### config.mk
export PLATFORM = sky130hd
export DESIGN_NAME = pcr_cell
export DESIGN_NICKNAME = d
export VERILOG_FILES = /design/src/rtl/pcr_pkg.sv /design/src/rtl/pcr_cell.sv
export SDC_FILE = /design/constraint.sdc
export NUM_CORES = 1
export LEC_CHECK = 0
export ABC_AREA = 1
export BUFFER_PORTS_ARGS = -buffer_cell sky130_fd_sc_hd__buf_2
export CORE_MARGIN = 8
export CORE_UTILIZATION = 41
export CTS_CLUSTER_DIAMETER = 40
export DETAILED_ROUTE_END_ITERATION = 8
export GPL_ROUTABILITY_DRIVEN = 0
export GPL_TIMING_DRIVEN = 1
export PLACE_DENSITY_LB_ADDON = 0.3
export SETUP_SLACK_MARGIN = 0.5
export SLEW_MARGIN = 20
export SYNTH_ARGS = -nofsm -noshare
export SYNTH_HDL_FRONTEND = slang
export SYNTH_SLANG_ARGS = --single-unit
### constraint.sdc
create_clock -name clk -period 2.8 [get_ports clk]
set_clock_uncertainty 0.15 [all_clocks]
set_input_delay 0.28 -clock clk [delete_from_list [all_inputs] [get_ports clk]]
set_output_delay 0.28 -clock clk [all_outputs]
set_load 0.005 [all_outputs]
### src/rtl/pcr_pkg.sv
`timescale 1ns / 1ps

package pcr_pkg;

	localparam int DEF_STACK_DEPTH = 64;
	localparam int DEF_COORD_BITS  = 24;
	localparam int THRESH_BITS     = 48;
	localparam int CFG_DATA_BITS   = 64;
	localparam int CFG_ADDR_BITS   = 4;

	// register index as seen in paddr[3]
	localparam logic REG_THRESHOLD = 1'b0;

	typedef enum logic [1:0] {
		OP_HOLD,
		OP_DEEPER,
		OP_SHALLOWER
	} cell_op_t;

	typedef enum logic [2:0] {
		ST_IDLE,
		ST_CHK1,
		ST_CHK2,
		ST_CHK3,
		ST_CHK4,
		ST_DRAIN
	} state_t;

endpackage

### src/rtl/pcr_cell.sv
`timescale 1ns / 1ps

module pcr_cell #(
	parameter int COORD_BITS = pcr_pkg::DEF_COORD_BITS
) (
	input  logic                    clk,
	input  pcr_pkg::cell_op_t       op,
	input  logic [2*COORD_BITS-1:0] shallow,
	input  logic [2*COORD_BITS-1:0] deep,
	output logic [2*COORD_BITS-1:0] data_q
);

	always_ff @(posedge clk) begin
		unique case (op)
			pcr_pkg::OP_DEEPER:    data_q <= shallow;
			pcr_pkg::OP_SHALLOWER: data_q <= deep;
			default:               data_q <= data_q;
		endcase
	end

endmodule

-- After elaboration in Yosys (flattened, before gate mapping)
Cells that the tools add are included.
- equality and inequality tests: 2
- mux-type cells: 1
- reduce and logical (&&, ||, !) cells: 1
- operators by type and width (cell ; count):
    $pmux W48 S2 ; 1
    $eq A2 B1 Y1 const B ; 1
    $eq A2 B2 Y1 const B ; 1
    $reduce_bool A2 Y1 ; 1
- bits in registers: 48
- bits of input ports: 99
- output and inout bits: 48

-- Depth between registers and ports, before layout
- depth after elaboration: 2
- gate-level depth with buffers: 7

-- Worst setup path after synthesis
OpenSTA, ideal clock, no wires.
- path type: input-to-reg
- start point: input op[0]
- end point: register data_q[0] (enable)
- arrival time: 1.527 ns
- path slack: 0.721 ns
- cell stages on the path: 3
- cells stage by stage: inv_1 ha_1 inv_1
- cells in the longest elaborated chain, start to end: 2
- elaborated cells on any way between the ends: 3
- RTL lines (what ; RTL line ; text):
    from (decl) ; pcr_cell.sv:7 ; input pcr_pkg::cell_op_t op,
    $eq A2 B2 Y1 or $eq A2 B1 Y1 (tied branches) ; pcr_cell.sv:14 ; unique case (op)
    $reduce_bool A2 Y1 (no source line) * ; n/a ;
    to (signal assigned) ; pcr_cell.sv:15 ; pcr_pkg::OP_DEEPER: data_q <= shallow;
    to (signal assigned) ; pcr_cell.sv:16 ; pcr_pkg::OP_SHALLOWER: data_q <= deep;
    to (signal assigned) ; pcr_cell.sv:17 ; default: data_q <= data_q;
    to (decl) ; pcr_cell.sv:10 ; output logic [2*COORD_BITS-1:0] data_q
Every way passes the cells marked *; elsewhere a longest branch is shown, timed or not.
A chain may end at the register's enable or synchronous reset.

-- Worst setup path after layout
- start point: input op[0]
- end point: register data_q[20] (enable)
Same word-level chain as after synthesis.

==> metrics.md <==
| Metric | Value |
|---|---|
| Result of the run | completed |
| Worst EP arrival | ~1400 ps |
| Total detailed-routing wirelength | 5.52 mm |
| CP Class | in2reg |
| Worst Hold Class | in2reg |
| Post-Syn Area per Cell | 10.0 um^2 |
| Layout Utilization | 0.589 |
| Overflow after GRT | 0 |
| Hold-critical path depth | 3 |
| Setup repair after global routing missed its margin | no |
| Fraction of final layout cells with drive strength greater than 1 | 0.443 |
| Clock transition at the register clock pins on the worst setup and hold paths after CTS | 90 ps |
| Post-synth design cell area | about 0.0021 mm^2 |
| Synth unique cells | 7 |
| Measured slew at the worst slew-check pin | about 750 ps |
| Via/cell ratio | approximately 4.3 |
| Die Span Y | just under 90 um |
| Max_slew headroom | 0.501 |
| Final hold vios | 0 |
| CTS Root Cell | sky130_fd_sc_hd__clkbuf_8 |
| Post-route setup TNS | 0 ps |
| Power per unit of standard cell area | about 550 mW/mm^2 |
| # Post-CTS Setup Buffers | 0 |
| Post-synth top area share | 0.698 |
| Core box area | about 0.0050 mm^2 |
| M1 WL | 2.01 mm |
| First DRT Iteration DRCs | between 100 and 150 |
| Layout net count | between 400 and 500 |
| Setup crit end kind | register |
| Count of antenna-violating nets left after detailed routing | 0 |
| Routed length on met2 | 2.65 mm |
| Final Max Slew Viols | 0 |
| Syn Inst Count | 206 |
| Area of the die | approximately 0.0076 mm^2 |
| Num CTS Buffers | 5 |
| Count of warnings emitted by yosys | 0 |
| TritonCTS clock tree | done |
| Number of port buffers | roughly 150 |
| Max capacitance violation total | 0 |
| Total routing usage reported by global routing | 0.146 |
| Flip-flop count of the largest register after layout | 48 |
| Crit start category | input pin |
| Total iterations of the first detailed-routing run | 4 |
| Top cells by area in the synthesized netlist | sky130_fd_sc_hd__edfxtp_1 (70%), sky130_fd_sc_hd__nand2_1 (26%), sky130_fd_sc_hd__buf_2 (1.5%) |
| Average detailed-routed wire length per instance | between 10 and 15 um |
| Hold Path Origin | shallow[12] |
| Global-route wire length before repair | 8.56 mm |
| Crit share post-route | 0.539 |
| Starting utilization of the core area | 0.415 |
| IR drop worst, VDD | between 0.2 and 0.25 mV |
| Number of remaining DRC errors | 0 |
| Uppermost routed layer | met4 |
| Number of setup violations in the final report | 0 |
| Met3 wire len | 774 um |
| IO Pins | 147 |
| Layout overhead on the synthesized area | 42.0% |
| Leakage power | between 1.5 and 2 nW |
| Number of gates resized after cts | 0 |
| Register ranked first by flip-flop count | data_q |
| Timing-limited maximum frequency | between 0.6 and 0.7 GHz |
| Crit path required time | around 2700 ps |
| Num Clock Sinks | between 40 and 50 |
| Vias in the first global route | 1,874 |
| Maximum number of pins on one net before global-route repair | 49 |
| DP HPWL | roughly 4.3 mm |
| Leading registers by flop count | data_q (48) |
| Number of hold-repair buffers added at the cts stage | 0 |
| Via Count | between 1.5k and 2k |
| Syn Nets | 306 |
| Antenna violations before repair | 0 |
| Fill count | roughly 460 |
| Flops & latches, synth | 48 |
| N_diodes | 0 |
| Number of placement rows | 26 |
| Cell type with the largest total area after synthesis | sky130_fd_sc_hd__edfxtp_1 |
| Crit-path max FO | 25 |
| Max H-tree Level | 2 |
| Min Clock Period, post-route | approximately 1500 ps |
| Die span in x | 87.0 um |
| Hold Path Sink | data_q[12]$_DFFE_PP_ |
| Proportion of synthesized chip area in sequential cells | 0.698 |
| Buffer levels on the longest clock path | 2 |
-- worst max-delay path: stages --
cell                     delay (ps)
sky130_fd_sc_hd__buf_2           90
sky130_fd_sc_hd__inv_1           50
sky130_fd_sc_hd__ha_2           270
sky130_fd_sc_hd__inv_2          400
sky130_fd_sc_hd__buf_12         250
-- routing by layer --
metal / global-route usage / vias up
met5: 0 / -
met4: 0.0579 / 0
met3: 0.0868 / 8
met2: 0.237 / 89
met1: 0.150 / 776
li1: - / 944
-- cell usage in the layout (no fill, tap or decap) --
cell                       count
sky130_fd_sc_hd__buf_2       146
sky130_fd_sc_hd__clkbuf_1      2
sky130_fd_sc_hd__edfxtp_1     48
sky130_fd_sc_hd__clkbuf_8      5
sky130_fd_sc_hd__buf_4         1
sky130_fd_sc_hd__ha_2          1
sky130_fd_sc_hd__nand2_1     144
sky130_fd_sc_hd__inv_1         1
sky130_fd_sc_hd__clkinv_1      1
sky130_fd_sc_hd__inv_2         2
sky130_fd_sc_hd__buf_12        1
-- Yosys cell counts, drive strengths merged --
cell type,instances
nand2,144
edfxtp,48
buf,10
inv,3
ha,1
-- cells by family (layout without fill, tap and decap cells) --
| logic type | count (synthesis) | in the layout | share of synthesized area |
|---|---|---|---|
| DFF | 48 | 48 | 0.698 |
| and+or+nand+nor | 144 | 144 | 0.262 |
| adders and majority gates | 1 | 1 | 0.00606 |
| buffers and inverters | 13 | 159 | 0.0345 |
-- stage by stage --
stage	setup slack (ps)	cells	hold slack (ps)	instance area (um^2)	power, mW
after floorplan	721	206	309	2070	1.06
after CTS	1280	422	86.6	2930	1.64
after detailed placement	958	414	397	2850	1.26
after global placement	990	414	394	2850	1.25
after global routing	1220	422	89.2	2930	1.71
final	1290	422	92.3	2930	1.62
-- final cells by class --
type / instances / area [um^2] / share of cell area
clock buffers: 7 / 76.3 / 0.0260
clock inverters: 1 / 3.75 / 0.00128
inverters: 3 / 11.3 / 0.00384
multi-input cells: 145 / 556 / 0.189
flip-flops and latches: 48 / 1440 / 0.491
well taps: 70 / 87.6 / 0.0299
repair buffers: 148 / 758 / 0.258
-- report_power, final --
group	internal, mW	switching [mW]
clock	0.174	0.212
sequential	0.915	0.0215
combinational	0.143	0.154
-- worst max-delay path by stage --
| stage | endpoint | cells after the start | from | slack [ps] |
|---|---|---|---|---|
| CTS | data_q[17]$_DFFE_PP_ | 5 | op[0] | 1280 |
| detailed placement | data_q[18]$_DFFE_PP_ | 5 | op[0] | 960 |
| floorplan | data_q[0]$_DFFE_PP_ | 3 | op[0] | 720 |
| global route | data_q[20]$_DFFE_PP_ | 5 | op[0] | 1220 |
| global placement | data_q[23]$_DFFE_PP_ | 5 | op[0] | 990 |
| finish | data_q[20]$_DFFE_PP_ | 5 | op[0] | 1290 |
Power figures use the tool's default switching activity.
