File: src/rtl/pcr_pkg.sv
`timescale 1ns / 1ps

package pcr_pkg;

	localparam int DEF_STACK_DEPTH = 64;
	localparam int DEF_COORD_BITS  = 24;
	localparam int THRESH_BITS     = 48;
	localparam int CFG_DATA_BITS   = 64;
	localparam int CFG_ADDR_BITS   = 4;

	// register index as seen in paddr[3]
	localparam logic REG_THRESHOLD = 1'b0;

	typedef enum logic [1:0] {
		OP_HOLD,
		OP_DEEPER,
		OP_SHALLOWER
	} cell_op_t;

	typedef enum logic [2:0] {
		ST_IDLE,
		ST_CHK1,
		ST_CHK2,
		ST_CHK3,
		ST_CHK4,
		ST_DRAIN
	} state_t;

endpackage

File: src/rtl/pcr_cross.sv
`timescale 1ns / 1ps

module pcr_cross #(
	parameter int COORD_BITS = pcr_pkg::DEF_COORD_BITS
) (
	input  logic                            clk,
	input  logic [2*COORD_BITS-1:0]         vert_a,
	input  logic [2*COORD_BITS-1:0]         vert_b,
	input  logic [2*COORD_BITS-1:0]         vert_c,
	input  logic [pcr_pkg::THRESH_BITS-1:0] threshold,
	output logic                            collinear
);

	localparam int DB = COORD_BITS + 1;
	localparam int PB = 2 * DB;
	localparam int SB = PB + 1;
	localparam int CW = (SB > pcr_pkg::THRESH_BITS) ? SB : pcr_pkg::THRESH_BITS;

	logic signed [COORD_BITS-1:0] ax, ay, bx, by, cx, cy;
	logic signed [DB-1:0] ux_s1, uy_s1, vx_s1, vy_s1;
	logic signed [PB-1:0] p1_s2, p2_s2;
	logic signed [SB-1:0] d_s3;
	logic [SB-1:0] mag;
	logic [CW-1:0] mag_w;
	logic [CW-1:0] thr_w;

	assign ax = vert_a[COORD_BITS-1:0];
	assign ay = vert_a[2*COORD_BITS-1:COORD_BITS];
	assign bx = vert_b[COORD_BITS-1:0];
	assign by = vert_b[2*COORD_BITS-1:COORD_BITS];
	assign cx = vert_c[COORD_BITS-1:0];
	assign cy = vert_c[2*COORD_BITS-1:COORD_BITS];

	always_ff @(posedge clk) begin
		ux_s1 <= DB'(bx) - DB'(ax);
		uy_s1 <= DB'(by) - DB'(ay);
		vx_s1 <= DB'(cx) - DB'(ax);
		vy_s1 <= DB'(cy) - DB'(ay);
		p1_s2 <= PB'(ux_s1) * PB'(vy_s1);
		p2_s2 <= PB'(uy_s1) * PB'(vx_s1);
		d_s3  <= SB'(p1_s2) - SB'(p2_s2);
	end

	assign mag       = d_s3[SB-1] ? SB'(-d_s3) : SB'(d_s3);
	assign mag_w     = CW'(mag);
	assign thr_w     = CW'(threshold);
	assign collinear = (mag_w <= thr_w);

endmodule

File: config.mk
export PLATFORM = sky130hd
export DESIGN_NAME = pcr_cross
export DESIGN_NICKNAME = d
export VERILOG_FILES = /design/src/rtl/pcr_pkg.sv /design/src/rtl/pcr_cross.sv
export SDC_FILE = /design/constraint.sdc
export NUM_CORES = 2
export LEC_CHECK = 0
export CAP_MARGIN = 30
export CORE_ASPECT_RATIO = 1.5
export CORE_MARGIN = 1
export CORE_UTILIZATION = 45
export DETAILED_ROUTE_END_ITERATION = 8
export DONT_BUFFER_PORTS = 1
export PLACE_DENSITY = 0.68
export SLEW_MARGIN = 0
export SYNTH_ARGS = -nofsm -noshare
export SYNTH_HDL_FRONTEND = slang
export SYNTH_SLANG_ARGS = --single-unit
File: constraint.sdc
create_clock -name clk -period 8.7 [get_ports clk]
set_input_delay 0.87 -clock clk [delete_from_list [all_inputs] [get_ports clk]]
set_output_delay 0.87 -clock clk [all_outputs]
set_load 0.02 [all_outputs]
=== Word-level counts from Yosys, hierarchy flattened ===
Cells that the tools add are included.

* Register bits after elaboration: 251
* Input bits: 193
* Output and inout bits: 1
* Word-level logic and storage cells: 17

* Add/subtract/negate cells: 6
* Multipliers: 2
* $lt $le $gt $ge: 1
* Muxes and demuxes: 1

{| class="wikitable"
|+ Operators by type and width
! operator !! number
|-
| 25-bit by 25-bit multiplier with 50-bit output || 2
|-
| 24-bit by 24-bit subtractor with 25-bit output || 4
|-
| 51-bit by 48-bit <= comparator with 1-bit output || 1
|-
| 51-bit 2-to-1 mux || 1
|-
| 51-bit negator || 1
|-
| 50-bit by 50-bit subtractor with 51-bit output || 1
|}

=== Depth between registers and ports, before layout ===
* Depth after elaboration: 3
* Mapped depth: 28
* Depth with buffers taken out: 26

=== Least setup slack after synthesis ===
No wires, ideal clock.

* Path type: register -> register
* Start point: register vy_s1[4]
* End point: register p1_s2[47]
* Library setup time: 0.124 ns
* Arrival time: 6.959 ns
* Required time: 8.576 ns
* Slack: 1.617 ns
* Stages on the path, launching flop included: 27
* Buffers on the path: 2
* Period minus slack after synthesis: 7.083 ns
* Cell sequence: dfxtp_1 -> clkbuf_1 -> clkbuf_1 -> nand2_1 -> fa_1 -> inv_1 -> fa_1 -> inv_1 -> fa_1 -> inv_1 -> fa_1 -> fa_1 -> fa_1 -> inv_1 -> fa_1 -> inv_1 -> ha_1 -> inv_1 -> nor3_1 -> a221o_1 -> a31o_2 -> a221o_1 -> a21o_1 -> a211o_1 -> a41oi_1 -> o21bai_1 -> xor2_1

* Word-level cells in the longest chain between the ends: 1

{| class="wikitable"
|+ RTL lines
! what !! line !! RTL
|-
| start, declared || pcr_cross.sv:20 || <nowiki>logic signed [DB-1:0] ux_s1, uy_s1, vx_s1, vy_s1;</nowiki>
|-
| start signal, assigned || pcr_cross.sv:38 || <nowiki>vy_s1 <= DB'(cy) - DB'(ay);</nowiki>
|-
| 25-bit by 25-bit multiplier with 50-bit output || pcr_cross.sv:39 || <nowiki>p1_s2 <= PB'(ux_s1) * PB'(vy_s1);</nowiki>
|-
| end signal, assigned || pcr_cross.sv:39 ||
|-
| end, declared || pcr_cross.sv:21 || <nowiki>logic signed [PB-1:0] p1_s2, p2_s2;</nowiki>
|}

No other way between the ends.

=== Worst setup path after layout ===
* Start point: register vy_s1[10]
* End point: register p1_s2[48]

The elaborated chain is that of the path after synthesis.

==> impl_metrics.ini <==
[grt]
overflow = 0
grt_pass1_wl_um = 272000
grt_max_degree = 52
grt_use_total = 0.264
antenna_found_initial = 9
grt_pass1_vias = 49500

[clock_tree]
root_buffer = clkbuf_16
clk_pin_slew_ps = 70
numCtsBuffers = 30
htree_num_levels = 1
hold_buffers = 0
tritoncts = done
worst_skew_pair.late_latency_ps = 650
clk_path_buf_depth = 3
cts_resized = 0
clock_sinks = 251
postCtsSetupRepairBufs = 0

[timing]
relSlewSlack = 0.233
hold_viol = 0
max_clock_freq_mhz = 121
tightest_slew_ps = 1130
drv_slew = 0
layout_setup_ws_ps = 425
hold_slack_ps = 411
finalCritPeriodShare = 0.951
rsz0062_at_grt = no
period_needed_ps = 8280
setup_violations = 0
setup_tns_ps = 0
fin_worst_skew_ps = 34.2

[layout]
fill_cells = 12400
syn_to_final_growth_pct = 5.84
regArea_um2 = 5020
multi_input_area_um2 = 48400
nets = 8494
drive_gt1_frac = 0.0299
layout_commonest_cell = inv_1
final_cell_mix = inv_1 (1524), fa_1 (1321), nand2_1 (711), and2_1 (616), ha_1 (477)

[worst_setup_path]
arrival_ps = 8820
critPathMaxFanout = 14
regToRegSetupSlack_ps = 420
critPathCaptureType = flip-flop
cpPeakStageDelay_ps = 880
cp_slowest_cell = dfxtp_1
required_ps = 9250
crit_top_cell = fa_1
worstSetupPathType = reg -> reg
crit_path_start_kind = flip-flop

[place]
gp_congestion = 0.956
dpl.hpwl_um = 147000
dpl_worst_slack_ps = 658
portBuffers = 0

[drt]
num_vias = 44200
drt-total-wl_um = 171000
postRouteAntennaNets = 0
wl_per_cell_um = 20.7
drc = 0
vias_per_cell = 5.35
drt_iter0_markers = 2377
drt_first_pass_iters = 5

[job]
maxCapViolations = 0

[synthesis]
synth_ff_type = dfxtp_1
synth_warnings = 0
syn_area_per_cell_um2 = 9.11
syn_area_um2 = 60000
synth.distinct_cells = 69
syn_inst = 6588
ys_ff_latch = 251
yosysSeqAreaShare = 0.0837
synth_edf_count = 0
syn_nets = 8579
async_flop_share = 0

[floorplan]
rows = 163
start_util = 0.455
die_height_um = 449
die_x_um = 300
die-area_um2 = 135000
ios = 194
core_um2 = 132000

[status]
status = finished, final reports clean

[min_path]
min_path_type = in -> reg
-- worst paths after layout --
path / depth (start not counted) / end / from
min: 2 / vx_s1[0] / vert_a[0]
max reg2reg: 25 / p1_s2[48] / vy_s1[10]
min reg2reg: 2 / d_s3[0] / p2_s2[0]
max: 25 / p1_s2[48] / vy_s1[10]
-- critical path: cells and delay by family (launching register included) --
kind / cells / cell delay, ps
simple gates: 3 / 1090
buf+inv: 6 / 630
fa+ha+maj: 8 / 3860
xor+xnor: 1 / 140
compound gates: 7 / 1590
flops: 1 / 880
-- through the flow --
step,util,area (um2),instances
after detailed placement,0.473,62400,8200
after floorplan,-,60000,6588
after CTS,0.481,63400,8255
final,0.482,63500,8267
after global placement,0.470,62100,8188
after global routing,0.482,63500,8265
-- layer usage --
layer	GRT usage	up-vias	part of all wire
met5	0	-	0
met1	0.279	22600	0.34
li1	-	19600	-
met3	0.0253	574	0.046
met2	0.477	1471	0.52
met4	0.204	0	0.094
-- cell families (layout without fill, tap and decap cells) --
family	Yosys count	count (layout)	share of synthesized area
AND/OR/NAND/NOR	1808	1808	0.151
buffers and inverters	1756	1694	0.110
multiplexers	3	3	0.000521
other	0	9	0
adder cells (fa/ha/maj)	1798	1798	0.540
AO/OA/AOI/OAI	703	703	0.0752
flip-flops	251	251	0.0837
XOR/XNOR	269	269	0.0392
-- flip-flops by register name (all words and copies together) (netlist names) --
signal and cells:
vx_s1 25, d_s3 51, p1_s2 50, ux_s1 25
p2_s2 50, uy_s1 25, vy_s1 25
-- cells in the mapped netlist (23+ instances only) --
library cell | number | area, um2
nor3_1 | 43 | 215
dfxtp_1 | 251 | 5020
clkbuf_1 | 229 | 860
nor2b_1 | 40 | 250
fa_1 | 1321 | 26400
a211oi_1 | 27 | 203
o21a_1 | 36 | 270
and2_1 | 616 | 3850
a31oi_1 | 24 | 150
inv_1 | 1524 | 5720
and3_1 | 23 | 144
nand2_1 | 711 | 2670
xor2_1 | 55 | 482
a21o_1 | 125 | 938
nand2b_1 | 42 | 263
nand3_1 | 49 | 245
nor2_1 | 173 | 649
o21bai_1 | 31 | 233
ha_1 | 477 | 5970
nand4_1 | 38 | 238
xnor2_1 | 214 | 1870
o31ai_1 | 26 | 195
a21oi_1 | 202 | 1010
o21ai_0 | 132 | 661
-- layout make-up --
| class | count | area share |
|---|---|---|
| inverter | 1525 | 0.0901 |
| tap | 1732 | 0.0341 |
| timing repair buffer | 114 | 0.0180 |
| multi-input combinational | 4581 | 0.762 |
| sequential | 251 | 0.0791 |
| antenna | 9 | 0.000354 |
| clock inverter | 22 | 0.00427 |
| clock buffer | 33 | 0.0123 |
Power is not shown: default switching activity piles up to over one toggle a cycle in this logic, so the estimate is an artifact.
